$ cat config.mk
export PLATFORM = sky130hd
export DESIGN_NAME = maildir_quota_usage_parser
export DESIGN_NICKNAME = d
export VERILOG_FILES = /design/src/rtl/mqup_pkg.sv /design/src/rtl/maildir_quota_usage_parser.sv /design/src/rtl/mqup_front.sv /design/src/rtl/mqup_back.sv
export SDC_FILE = /design/constraint.sdc
export NUM_CORES = 2
export LEC_CHECK = 0
export BUFFER_PORTS_ARGS = -buffer_cell sky130_fd_sc_hd__buf_2
export CORE_ASPECT_RATIO = 1.25
export CORE_UTILIZATION = 44
export DETAILED_ROUTE_END_ITERATION = 6
export PLACE_DENSITY = 0.68
export SYNTH_ARGS = -nofsm -noshare
export SYNTH_HDL_FRONTEND = slang
export SYNTH_SLANG_ARGS = --single-unit
$ cat constraint.sdc
create_clock -name clk_i -period 11.2 [get_ports clk_i]
set_input_delay 2.24 -clock clk_i [delete_from_list [all_inputs] [get_ports clk_i]]
set_output_delay 2.24 -clock clk_i [all_outputs]
set_load 0.01 [all_outputs]
$ cat src/rtl/mqup_pkg.sv
// shared types and constants of the quota usage parser
// no dependencies
package mqup_pkg;

  localparam int unsigned SizeBits  = 48;
  localparam int unsigned CountBits = 32;
  localparam int unsigned LineBits  = 16;
  localparam int unsigned PctBits   = 7;

  localparam logic [7:0] ChSpace   = 8'h20;
  localparam logic [7:0] ChSize    = 8'h53;
  localparam logic [7:0] ChCount   = 8'h43;
  localparam logic [7:0] ChMinus   = 8'h2d;
  localparam logic [7:0] ChNewline = 8'h0a;

  localparam logic [1:0] StatusOk      = 2'd0;
  localparam logic [1:0] StatusHdrErr  = 2'd1;
  localparam logic [1:0] StatusNoLines = 2'd2;

  localparam logic CfgExtraSize  = 1'b0;
  localparam logic CfgExtraCount = 1'b1;

  // parse snapshot handed from the front to the back at end of file
  typedef struct packed {
    logic signed [SizeBits-1:0]  total_size;
    logic signed [CountBits-1:0] total_count;
    logic [LineBits-1:0]         total_lines;
    logic [SizeBits-1:0]         limit_size;
    logic [CountBits-1:0]        limit_count;
    logic                        header_error;
  } summary_t;

  typedef struct packed {
    logic signed [SizeBits-1:0]  used_size;
    logic signed [CountBits-1:0] used_count;
    logic [LineBits-1:0]         line_count;
    logic [SizeBits-1:0]         limit_size;
    logic [CountBits-1:0]        limit_count;
    logic [PctBits-1:0]          usage_percent;
    logic [1:0]                  status;
  } result_t;

endpackage

$ cat src/rtl/maildir_quota_usage_parser.sv
// top level of the quota usage parser: config registers, front, summary queue, back unit
// depends on mqup_pkg, mqup_front, mqup_back
//
// quota file bytes stream in on the slave side at one item per cycle while the
// input is not held off. the front parses the header spec and the body lines and
// keeps saturating totals; on the item flagged tlast it hands a summary to a
// two-entry queue. the back computes the usage percentage by an iterative decimal
// long division per file: it takes the summary, runs two ratios of one setup step
// and its division steps each, and then loads the output register; a ratio with a
// zero limit, a non-positive total or a full quota ends its division early.
// the result item then waits in the output register. input is held off while
// the queue is full, or holds one summary while the next one is being written.
module maildir_quota_usage_parser (
  input  logic        clk_i,
  input  logic        rst_ni,
  input  logic        s_axis_tvalid,
  output logic        s_axis_tready,
  input  logic [7:0]  s_axis_tdata,   // data_byte
  input  logic        s_axis_tlast,   // last_byte
  output logic        m_axis_tvalid,
  input  logic        m_axis_tready,
  output logic [191:0] m_axis_tdata,  // used_size, used_count, line_count,
                                      // limit_size, limit_count, usage_percent, status
  input  logic        cfg_we_i,
  input  logic        cfg_idx_i,
  input  logic [31:0] cfg_wdata_i
);
  import mqup_pkg::*;

  logic [31:0] extra_size_q;
  logic [15:0] extra_count_q;

  always_ff @(posedge clk_i or negedge rst_ni) begin
    if (!rst_ni) begin
      extra_size_q <= '0;
      extra_count_q <= '0;
    end else if (cfg_we_i) begin
      case (cfg_idx_i)
        CfgExtraSize:  extra_size_q <= cfg_wdata_i;
        CfgExtraCount: extra_count_q <= cfg_wdata_i[15:0];
        default: ;
      endcase
    end
  end

  logic     fr_valid;
  summary_t fr_sum;

  // summary queue between front and back
  summary_t   q_mem [2];
  logic [1:0] q_cnt_q;
  logic       q_wp_q, q_rp_q;
  logic       bk_ready;
  logic       q_pop;

  assign s_axis_tready = (q_cnt_q < 2'd2) && !(q_cnt_q == 2'd1 && fr_valid);
  assign q_pop = (q_cnt_q != 2'd0) && bk_ready;

  always_ff @(posedge clk_i or negedge rst_ni) begin
    if (!rst_ni) begin
      q_cnt_q <= '0; q_wp_q <= 1'b0; q_rp_q <= 1'b0;
    end else begin
      if (fr_valid) q_wp_q <= !q_wp_q;
      if (q_pop) q_rp_q <= !q_rp_q;
      q_cnt_q <= q_cnt_q + {1'b0, fr_valid} - {1'b0, q_pop};
    end
  end

  always_ff @(posedge clk_i) begin
    if (fr_valid) q_mem[q_wp_q] <= fr_sum;
  end

  mqup_front u_front (
    .clk_i, .rst_ni,
    .valid_i(s_axis_tvalid && s_axis_tready),
    .byte_i(s_axis_tdata), .last_i(s_axis_tlast),
    .sum_valid_o(fr_valid), .sum_o(fr_sum)
  );

  result_t res;
  mqup_back u_back (
    .clk_i, .rst_ni,
    .sum_valid_i(q_cnt_q != 2'd0), .sum_ready_o(bk_ready), .sum_i(q_mem[q_rp_q]),
    .extra_size_i(extra_size_q), .extra_count_i(extra_count_q),
    .res_valid_o(m_axis_tvalid), .res_ready_i(m_axis_tready), .res_o(res)
  );

  assign m_axis_tdata = {7'd0, res.status, res.usage_percent, res.limit_count,
                         res.limit_size, res.line_count, res.used_count, res.used_size};

  a_pct_range: assert property (@(posedge clk_i) disable iff (!rst_ni)
    m_axis_tvalid |-> res.usage_percent <= 7'd100) else $error("percent out of range");
  a_q_bound: assert property (@(posedge clk_i) disable iff (!rst_ni)
    q_cnt_q <= 2'd2) else $error("summary queue overflow");
  a_status: assert property (@(posedge clk_i) disable iff (!rst_ni)
    m_axis_tvalid |-> res.status != 2'd3) else $error("bad status code");

endmodule

$ cat src/rtl/mqup_front.sv
// byte parser: header spec and body lines, running totals
// depends on mqup_pkg
module mqup_front (
  input  logic                clk_i,
  input  logic                rst_ni,
  input  logic                valid_i,
  input  logic [7:0]          byte_i,
  input  logic                last_i,
  output logic                sum_valid_o,
  output mqup_pkg::summary_t  sum_o
);
  import mqup_pkg::*;

  localparam logic [SizeBits-1:0]  SizeMax  = {SizeBits{1'b1}};
  localparam logic [SizeBits-1:0]  SSizeMax = {1'b0, {(SizeBits-1){1'b1}}};
  localparam logic [SizeBits-1:0]  SCntMax  = {{(SizeBits-CountBits+1){1'b0}},
                                               {(CountBits-1){1'b1}}};
  localparam logic [SizeBits-1:0]  CntMax   = {{(SizeBits-CountBits){1'b0}},
                                               {CountBits{1'b1}}};

  logic                  in_header_q;
  logic [SizeBits-1:0]   acc_q;
  logic                  have_q, neg_q;
  logic                  field_q;
  logic [1:0]            space_q;
  logic                  nonempty_q;
  logic [1:0]            phase_q;
  logic signed [SizeBits-1:0]  psize_q;
  logic                  psize_ok_q;
  logic signed [SizeBits-1:0]  tsize_q;
  logic signed [CountBits-1:0] tcount_q;
  logic [LineBits-1:0]   lines_q;
  logic [SizeBits-1:0]   qsize_q;
  logic [CountBits-1:0]  qcount_q;
  logic                  herr_q;

  logic                  is_digit;
  logic [3:0]            dval;
  logic [SizeBits-1:0]   cap;
  logic [SizeBits+3:0]   acc_x10;
  logic [SizeBits-1:0]   acc_next;
  logic signed [SizeBits-1:0] fval;
  logic signed [SizeBits+1:0] ssum;
  logic signed [CountBits+1:0] csum;
  logic signed [CountBits-1:0] fcnt;
  logic                  end_line;
  logic                  do_add;

  assign is_digit = (byte_i >= 8'h30) && (byte_i <= 8'h39);
  assign dval     = byte_i[3:0];
  assign cap      = in_header_q ? SizeMax : (field_q ? SCntMax : SSizeMax);
  assign acc_x10  = {acc_q, 3'b000} + {2'b00, acc_q, 1'b0} + {{SizeBits{1'b0}}, dval};
  assign acc_next = (acc_x10 > {4'b0000, cap}) ? cap : acc_x10[SizeBits-1:0];
  assign fval     = neg_q ? -$signed(acc_q) : $signed(acc_q);
  assign fcnt     = fval[CountBits-1:0];

  // a body line closes on newline, or on the last byte if it holds text
  assign end_line = !in_header_q && ((byte_i == ChNewline) ||
                    (last_i && (byte_i != ChNewline)));
  assign do_add   = psize_ok_q && (space_q == 2'd1) && have_q && field_q;

  always_comb begin
    ssum = {{2{tsize_q[SizeBits-1]}}, tsize_q} + {{2{psize_q[SizeBits-1]}}, psize_q};
    csum = {{2{tcount_q[CountBits-1]}}, tcount_q} + {{2{fcnt[CountBits-1]}}, fcnt};
  end

  function automatic logic signed [SizeBits-1:0] sat_s(input logic signed [SizeBits+1:0] v);
    if (v > $signed({2'b00, SSizeMax})) sat_s = $signed(SSizeMax);
    else if (v < -$signed({2'b00, SSizeMax}) - 1) sat_s = $signed(~SSizeMax);
    else sat_s = v[SizeBits-1:0];
  endfunction

  function automatic logic signed [CountBits-1:0] sat_c(input logic signed [CountBits+1:0] v);
    if (v > $signed({3'b000, {(CountBits-1){1'b1}}})) sat_c = {1'b0, {(CountBits-1){1'b1}}};
    else if (v < -$signed({3'b000, {(CountBits-1){1'b1}}}) - 1)
      sat_c = {1'b1, {(CountBits-1){1'b0}}};
    else sat_c = v[CountBits-1:0];
  endfunction

  always_ff @(posedge clk_i or negedge rst_ni) begin
    if (!rst_ni) begin
      in_header_q <= 1'b1;
      acc_q <= '0; have_q <= 1'b0; neg_q <= 1'b0; field_q <= 1'b0;
      space_q <= '0; nonempty_q <= 1'b0; phase_q <= '0;
      psize_q <= '0; psize_ok_q <= 1'b0;
      tsize_q <= '0; tcount_q <= '0; lines_q <= '0;
      qsize_q <= '0; qcount_q <= '0; herr_q <= 1'b0;
      sum_valid_o <= 1'b0;
    end else begin
      sum_valid_o <= 1'b0;
      if (valid_i) begin
        if (last_i) begin
          // final snapshot, then clear for the next file
          sum_valid_o <= 1'b1;
          sum_o.total_size  <= tsize_q;
          sum_o.total_count <= tcount_q;
          sum_o.total_lines <= lines_q;
          sum_o.limit_size  <= qsize_q;
          sum_o.limit_count <= qcount_q;
          sum_o.header_error <= herr_q;
          if (in_header_q) begin
            if (is_digit) begin
              sum_o.header_error <= 1'b1;
            end else if (have_q) begin
              if (byte_i == ChSize) sum_o.limit_size <= acc_q;
              else if (byte_i == ChCount)
                sum_o.limit_count <= (acc_q > CntMax) ? '1 : acc_q[CountBits-1:0];
              else sum_o.header_error <= 1'b1;
            end
          end else begin
            // finish the last line with this byte included
            if (byte_i == ChNewline || nonempty_q || 1'b1) begin
              if (lines_q != '1) sum_o.total_lines <= lines_q + 1'b1;
            end
            if (byte_i == ChSpace) begin
              if (space_q == 2'd0) sum_o.total_lines <= (lines_q != '1) ? lines_q + 1'b1 : lines_q;
            end else if (byte_i != ChNewline && space_q == 2'd1 && psize_ok_q) begin
              if ((have_q || (is_digit && phase_q != 2'd3))) begin
                // figure updated by this byte
                sum_o.total_size  <= sat_s(ssum);
                sum_o.total_count <= sat_c(
                  {{2{tcount_q[CountBits-1]}}, tcount_q} + (
                  (is_digit && phase_q != 2'd3) ?
                    (neg_q ? -$signed({2'b00, acc_next[CountBits-1:0]})
                           : $signed({2'b00, acc_next[CountBits-1:0]}))
                    : {{2{fcnt[CountBits-1]}}, fcnt}));
              end
            end else if (byte_i == ChNewline && do_add) begin
              sum_o.total_size  <= sat_s(ssum);
              sum_o.total_count <= sat_c(csum);
            end
          end
          in_header_q <= 1'b1;
          acc_q <= '0; have_q <= 1'b0; neg_q <= 1'b0; field_q <= 1'b0;
          space_q <= '0; nonempty_q <= 1'b0; phase_q <= '0;
          psize_ok_q <= 1'b0; psize_q <= '0;
          tsize_q <= '0; tcount_q <= '0; lines_q <= '0;
          qsize_q <= '0; qcount_q <= '0; herr_q <= 1'b0;
        end else if (in_header_q) begin
          if (is_digit) begin
            acc_q <= acc_next;
            have_q <= 1'b1;
          end else begin
            if (have_q) begin
              if (byte_i == ChSize) qsize_q <= acc_q;
              else if (byte_i == ChCount)
                qcount_q <= (acc_q > CntMax) ? '1 : acc_q[CountBits-1:0];
              else herr_q <= 1'b1;
            end
            acc_q <= '0; have_q <= 1'b0;
            if (byte_i == ChNewline) in_header_q <= 1'b0;
          end
        end else if (end_line) begin
          if (lines_q != '1) lines_q <= lines_q + 1'b1;
          if (do_add) begin
            tsize_q  <= sat_s(ssum);
            tcount_q <= sat_c(csum);
          end
          acc_q <= '0; have_q <= 1'b0; neg_q <= 1'b0; phase_q <= '0;
          field_q <= 1'b0; space_q <= '0; nonempty_q <= 1'b0; psize_ok_q <= 1'b0;
        end else begin
          nonempty_q <= 1'b1;
          if (byte_i == ChSpace) begin
            if (space_q == 2'd0) begin
              psize_ok_q <= have_q;
              psize_q <= fval;
              acc_q <= '0; have_q <= 1'b0; neg_q <= 1'b0; phase_q <= '0;
              field_q <= 1'b1;
              space_q <= 2'd1;
            end else begin
              space_q <= 2'd2;
            end
          end else if (phase_q == 2'd0 && byte_i == ChMinus) begin
            neg_q <= 1'b1;
            phase_q <= 2'd1;
          end else if (phase_q != 2'd3 && is_digit) begin
            acc_q <= acc_next;
            have_q <= 1'b1;
            phase_q <= 2'd2;
          end else begin
            phase_q <= 2'd3;
          end
        end
      end
    end
  end

endmodule

$ cat src/rtl/mqup_back.sv
// percentage unit: iterative decimal long division of two ratios
// depends on mqup_pkg
module mqup_back (
  input  logic                clk_i,
  input  logic                rst_ni,
  input  logic                sum_valid_i,
  output logic                sum_ready_o,
  input  mqup_pkg::summary_t  sum_i,
  input  logic [31:0]         extra_size_i,
  input  logic [15:0]         extra_count_i,
  output logic                res_valid_o,
  input  logic                res_ready_i,
  output mqup_pkg::result_t   res_o
);
  import mqup_pkg::*;

  typedef enum logic [1:0] {ST_IDLE, ST_PREP, ST_DIV, ST_OUT} state_e;

  localparam int unsigned W = SizeBits + 1;

  state_e             state_q;
  summary_t           sum_q;
  logic [W-1:0]       t_q, lim_q, r_q, acc_q;
  logic [PctBits-1:0] pct_q, best_q, dig_q;
  logic [4:0]         step_q;
  logic               sel_q;
  logic               zero_q, full_q;

  logic signed [W:0]  tot_ext;
  logic [W-1:0]       lmr;
  logic [W-1:0]       acc_n;
  logic               ge;

  assign sum_ready_o = (state_q == ST_IDLE);

  // total plus extra, as an unsigned value when positive
  always_comb begin
    if (!sel_q)
      tot_ext = {{2{sum_q.total_size[SizeBits-1]}}, sum_q.total_size} +
                $signed({{(W-31){1'b0}}, extra_size_i});
    else
      tot_ext = $signed({{(W-CountBits+1){sum_q.total_count[CountBits-1]}},
                         sum_q.total_count}) + $signed({{(W-15){1'b0}}, extra_count_i});
  end

  assign lmr   = lim_q - r_q;
  assign ge    = (acc_q >= lmr);
  assign acc_n = ge ? acc_q - lmr : acc_q + r_q;

  always_ff @(posedge clk_i or negedge rst_ni) begin
    if (!rst_ni) begin
      state_q <= ST_IDLE;
      res_valid_o <= 1'b0;
    end else begin
      case (state_q)
        ST_IDLE: begin
          if (sum_valid_i) begin
            sum_q <= sum_i;
            sel_q <= 1'b0;
            best_q <= '0;
            state_q <= ST_PREP;
          end
        end
        ST_PREP: begin
          lim_q <= sel_q ? {{(W-CountBits){1'b0}}, sum_q.limit_count}
                         : {1'b0, sum_q.limit_size};
          zero_q <= (sel_q ? (sum_q.limit_count == '0) : (sum_q.limit_size == '0)) ||
                    (tot_ext <= 0);
          t_q <= tot_ext[W-1:0];
          r_q <= tot_ext[W-1:0];
          acc_q <= '0;
          dig_q <= '0;
          pct_q <= '0;
          step_q <= '0;
          full_q <= 1'b0;
          state_q <= ST_DIV;
        end
        ST_DIV: begin
          if (step_q == 5'd0 && t_q >= lim_q) full_q <= 1'b1;
          if (zero_q || full_q || (step_q == 5'd0 && t_q >= lim_q) || step_q == 5'd20) begin
            if (!zero_q && (full_q || t_q >= lim_q)) begin
              if (best_q < 7'd100) best_q <= 7'd100;
            end else if (!zero_q && pct_q > best_q) begin
              best_q <= pct_q;
            end
            if (sel_q) state_q <= ST_OUT;
            else begin
              sel_q <= 1'b1;
              state_q <= ST_PREP;
            end
          end else begin
            step_q <= step_q + 5'd1;
            if (step_q == 5'd9) begin
              pct_q <= 7'(dig_q + (ge ? 1 : 0));
              dig_q <= '0;
              r_q <= acc_n;
              acc_q <= '0;
            end else if (step_q == 5'd19) begin
              pct_q <= 7'(pct_q * 10 + dig_q + (ge ? 1 : 0));
              acc_q <= acc_n;
            end else begin
              dig_q <= dig_q + (ge ? 7'd1 : 7'd0);
              acc_q <= acc_n;
            end
          end
        end
        ST_OUT: begin
          if (!res_valid_o || res_ready_i) begin
            res_valid_o <= 1'b1;
            res_o.used_size <= sum_q.total_size;
            res_o.used_count <= sum_q.total_count;
            res_o.line_count <= sum_q.total_lines;
            res_o.limit_size <= sum_q.limit_size;
            res_o.limit_count <= sum_q.limit_count;
            res_o.usage_percent <= best_q;
            res_o.status <= sum_q.header_error ? StatusHdrErr :
                            (sum_q.total_lines == '0 ? StatusNoLines : StatusOk);
            state_q <= ST_IDLE;
          end
        end
        default: state_q <= ST_IDLE;
      endcase
      if (res_valid_o && res_ready_i && state_q != ST_OUT) res_valid_o <= 1'b0;
    end
  end

endmodule

==> flow_summary.ini <==
[global_routing]
antenna_found_initial = 9
grt-ovfl-total = 0
grt_first_pass_wirelength_mm = 358
grt_max_degree = 139
grt_usage_pct = 25.9
grt_pass1_vias = 58000

[logic_synthesis]
ys_seq_elements = 1455
yosysSeqAreaShare_pct = 53.0
synthTopCellsByCount = edfxtp_1 (1117), nand2_1 (673), nor2_1 (503)
synth_flop_cell = edfxtp_1
synth.distinct_cells = 99
synth_area_leaders = edfxtp_1 (42%), dfrtp_1 (11%), ha_1 (7.8%), mux2_2 (3.8%), nand2_1 (3.2%)
syn_area_per_cell_um2 = 11.1
synth_xor_area_share_pct = 4.58
ys.warnings.count = 0
yosysMostFrequentCell = edfxtp_1
synth_edf_count = 1117
synth_top_area_share_pct = 42.3
synth-simple-area-share_pct = 11.5
synth_top_family_by_area = compound AO/OA/AOI/OAI gates
synth_compound_area_share_pct = 15.7
synth_async_sr_flop_share_pct = 23.2
synth-adder-area-share_pct = 8.20
synthesis.area_mm2 = 0.0792
netlist_instances = 7141
synth_area_leader_cell = edfxtp_1
synthMuxAreaShare_pct = 4.25

[detailed_routing]
drc = 0
vias = 59200
drtIter0Drc = 5281
routedWlPerCell_um = 23.7
wl_met2_mm = 114
wirelength_met1_mm = 98.2
drt_pass1_iterations = 5
drt-total-wl_mm = 241
top_layer_used = met5
ant_nets = 0
vias_per_cell = 5.84
wl_met3_mm = 13.8

[setup_path]
slowest_delay_ns = 0.57
crit_fanout = 6
worstSetupPathType = in -> reg
r2r_setup_slack_ns = -0.23
worstSetupEndpointType = register
worst_ep_arrival_time_ns = 13.12
crit_top_cell = nand4_1
slowest_stage = fa_1
startpoint_type = input port
critical_path_required_ns = 11.85

[clock_network]
cts-root-buf = clkbuf_16
path_clk_slew_ns = 0.06
cts_hold_buf = 0
h-tree-depth = 4
cts_tree = yes
cts_buffers = 144
clock_latency_ns = 0.80
cts_buffer_depth = 3
numClockSinks = 1455

[power_and_ir_drop]
power.density_mw_per_mm2 = 242
sequentialPowerShare_pct = 34.2
switching_power_mw = 8.66
power_mw = 22.2
vdd_drop_max_uv = 336
p_int_mw = 13.5
power.share.clock_pct = 22.7
pwr-share-comb_pct = 43.1
p_sw_share_pct = 39.1
p_leak_nw = 38.0

[outcome]
violations = negative setup slack
status = finished with violations

[place]
placed_area_mm2 = 0.0856
hpwl_mm = 181
place_congestion = 0.998
dp_cells = 9830
pre_cts_ws_ns = -2.44
io_buffers = 233

[sta]
clock.fmax_mhz = 80.2
fin_worst_skew_ns = 0.0380
rsz0062_at_grt = true
setup_slack_ns = -1.27
finalSetupViolations = 32
final_hold_viol_count = 0
drv_slew = 0
worst_slew_pin_slew_ns = 1.39
period_minus_slack_ns = 12.47
relSlewSlack_pct = 6.26
finalCritPeriodShare_pct = 111

[job]
maxCapViolations = 0

[floorplanning]
initial_core_util_pct = 44.4
rows = 173
core_area_mm2 = 0.178
dieArea_mm2 = 0.182
die_w_um = 382
dieHeight_um = 476
io_pins = 241

[layout]
fin_area_mm2 = 0.0915
nets = 8211
drive_gt1_share_pct = 17.1
syn_to_final_growth_pct = 15.4
fin_cells = 10100

[worst_hold_path]
min_path_type = reg -> reg
registers in the layout (all words and copies together) (netlist names), 48 cells and up:
signal           cells
u_back.sum_q       177
u_back.acc_q        49
u_back.lim_q        48
u_front.qsize_q     48
u_back.res_o       185
u_front.psize_q     48
u_front.acc_q       48
u_front.sum_o      177
u_back.t_q          49
q_mem              354
u_back.r_q          49
u_front.tsize_q     48
metal layers:
metal	vias to the layer above	GRT usage (%)
li1	27500	-
met1	29100	33.4
met2	2110	42.5
met3	517	3.16
met4	4	14.3
met5	-	0
cell usage in the layout, fill, tap and decap left out, types with 26 or more instances in the layout:
master and n:
dfrtp_1 335, a31oi_1 45, or4_1 27, nand4_1 92
clkbuf_1 26, nor3_1 86, nand2_1 668, and2_1 41
mux2i_1 38, buf_2 230, xor2_1 170, nand2b_1 76
o21a_1 65, o22a_1 34, o21ai_1 76, xnor2_1 241
nand3_1 108, nor2b_1 91, buf_4 418, nor2_1 494
o21ai_0 437, edfxtp_1 1117, nor4_1 43, clkbuf_16 144
or3_1 29, and3_1 61, o31ai_1 42, a21o_1 250
o211ai_1 30, mux2_2 263, a21oi_1 470, inv_1 265
a22o_1 102, a211oi_1 33, ha_1 493, o21bai_1 43
o221ai_1 43
critical path, delay by kind of cell:
| kind | cells | cell delay, ns |
|---|---|---|
| AO/OA/AOI/OAI | 14 | 2.82 |
| XOR/XNOR | 3 | 0.62 |
| adder cells (fa/ha/maj) | 5 | 1.76 |
| buffers and inverters | 7 | 0.78 |
| multiplexers | 1 | 0.12 |
| AND/OR/NAND/NOR | 25 | 4.74 |
metrics by stage:
stage | utilization, % | TNS (ns) | hold WS, ns
finish | 51.3 | -38.69 | 0.440
floorplan | - | -34.36 | 0.421
global route | 51.3 | -49.12 | 0.450
global placement | 48.0 | -70.10 | 0.422
CTS | 51.1 | -31.80 | 0.435
detailed placement | 48.0 | -75.49 | 0.430
logic make-up after synthesis:
family / count (synthesis)
AOI/OAI and AO/OA: 1935
xor gates and xnor gates: 413
adders and majority gates: 513
buffers and inverters: 579
DFF: 1455
muxes: 303
other: 1
and+or+nand+nor: 1942
power by group through the flow:
stage	combinational, mW	clock [mW]	sequential [mW]
final	9.54	5.03	7.58
after global routing	10.4	5.31	7.64
after CTS	9.43	5.12	7.57
after detailed placement	9.28	0	7.68
after global placement	9.17	0	7.65
after floorplan	6.71	0	7.47
what timing repair did:
action / CTS / global route
setup buffers: 34 / 8
hold endpoints to repair: 0 / 0
cloned: 4 / 0
resized for setup: 63 / 38
setup endpoints to repair: 32 / 32
pin swaps: 56 / 42
path summary, 6_finish.rpt:
| path | start | end | depth (start not counted) |
|---|---|---|---|
| max | s_axis_tdata[3] | u_front.sum_o[109] | 55 |
| max in group asynchronous | rst_ni | u_front.qcount_q[1] | 4 |
| min | u_front.sum_o[30] | q_mem[1][30] | 0 |
| min reg2reg | u_front.sum_o[30] | q_mem[1][30] | 0 |
| max reg2reg | u_front.acc_q[9] | u_front.sum_o[109] | 54 |
| min in group asynchronous | rst_ni | u_front.tsize_q[0] | 1 |
layout make-up:
cell class / instances / area, µm²
tap: 2362 / 2960
inverter: 268 / 1010
sequential: 1455 / 42000
fill: 15700 / 86900
timing repair buffer: 673 / 4710
clock buffer: 175 / 3770
antenna: 5 / 12.5
multi-input combinational: 5113 / 35800
clock inverter: 89 / 1170
No activity file was read; power rests on OpenSTA's default activity.
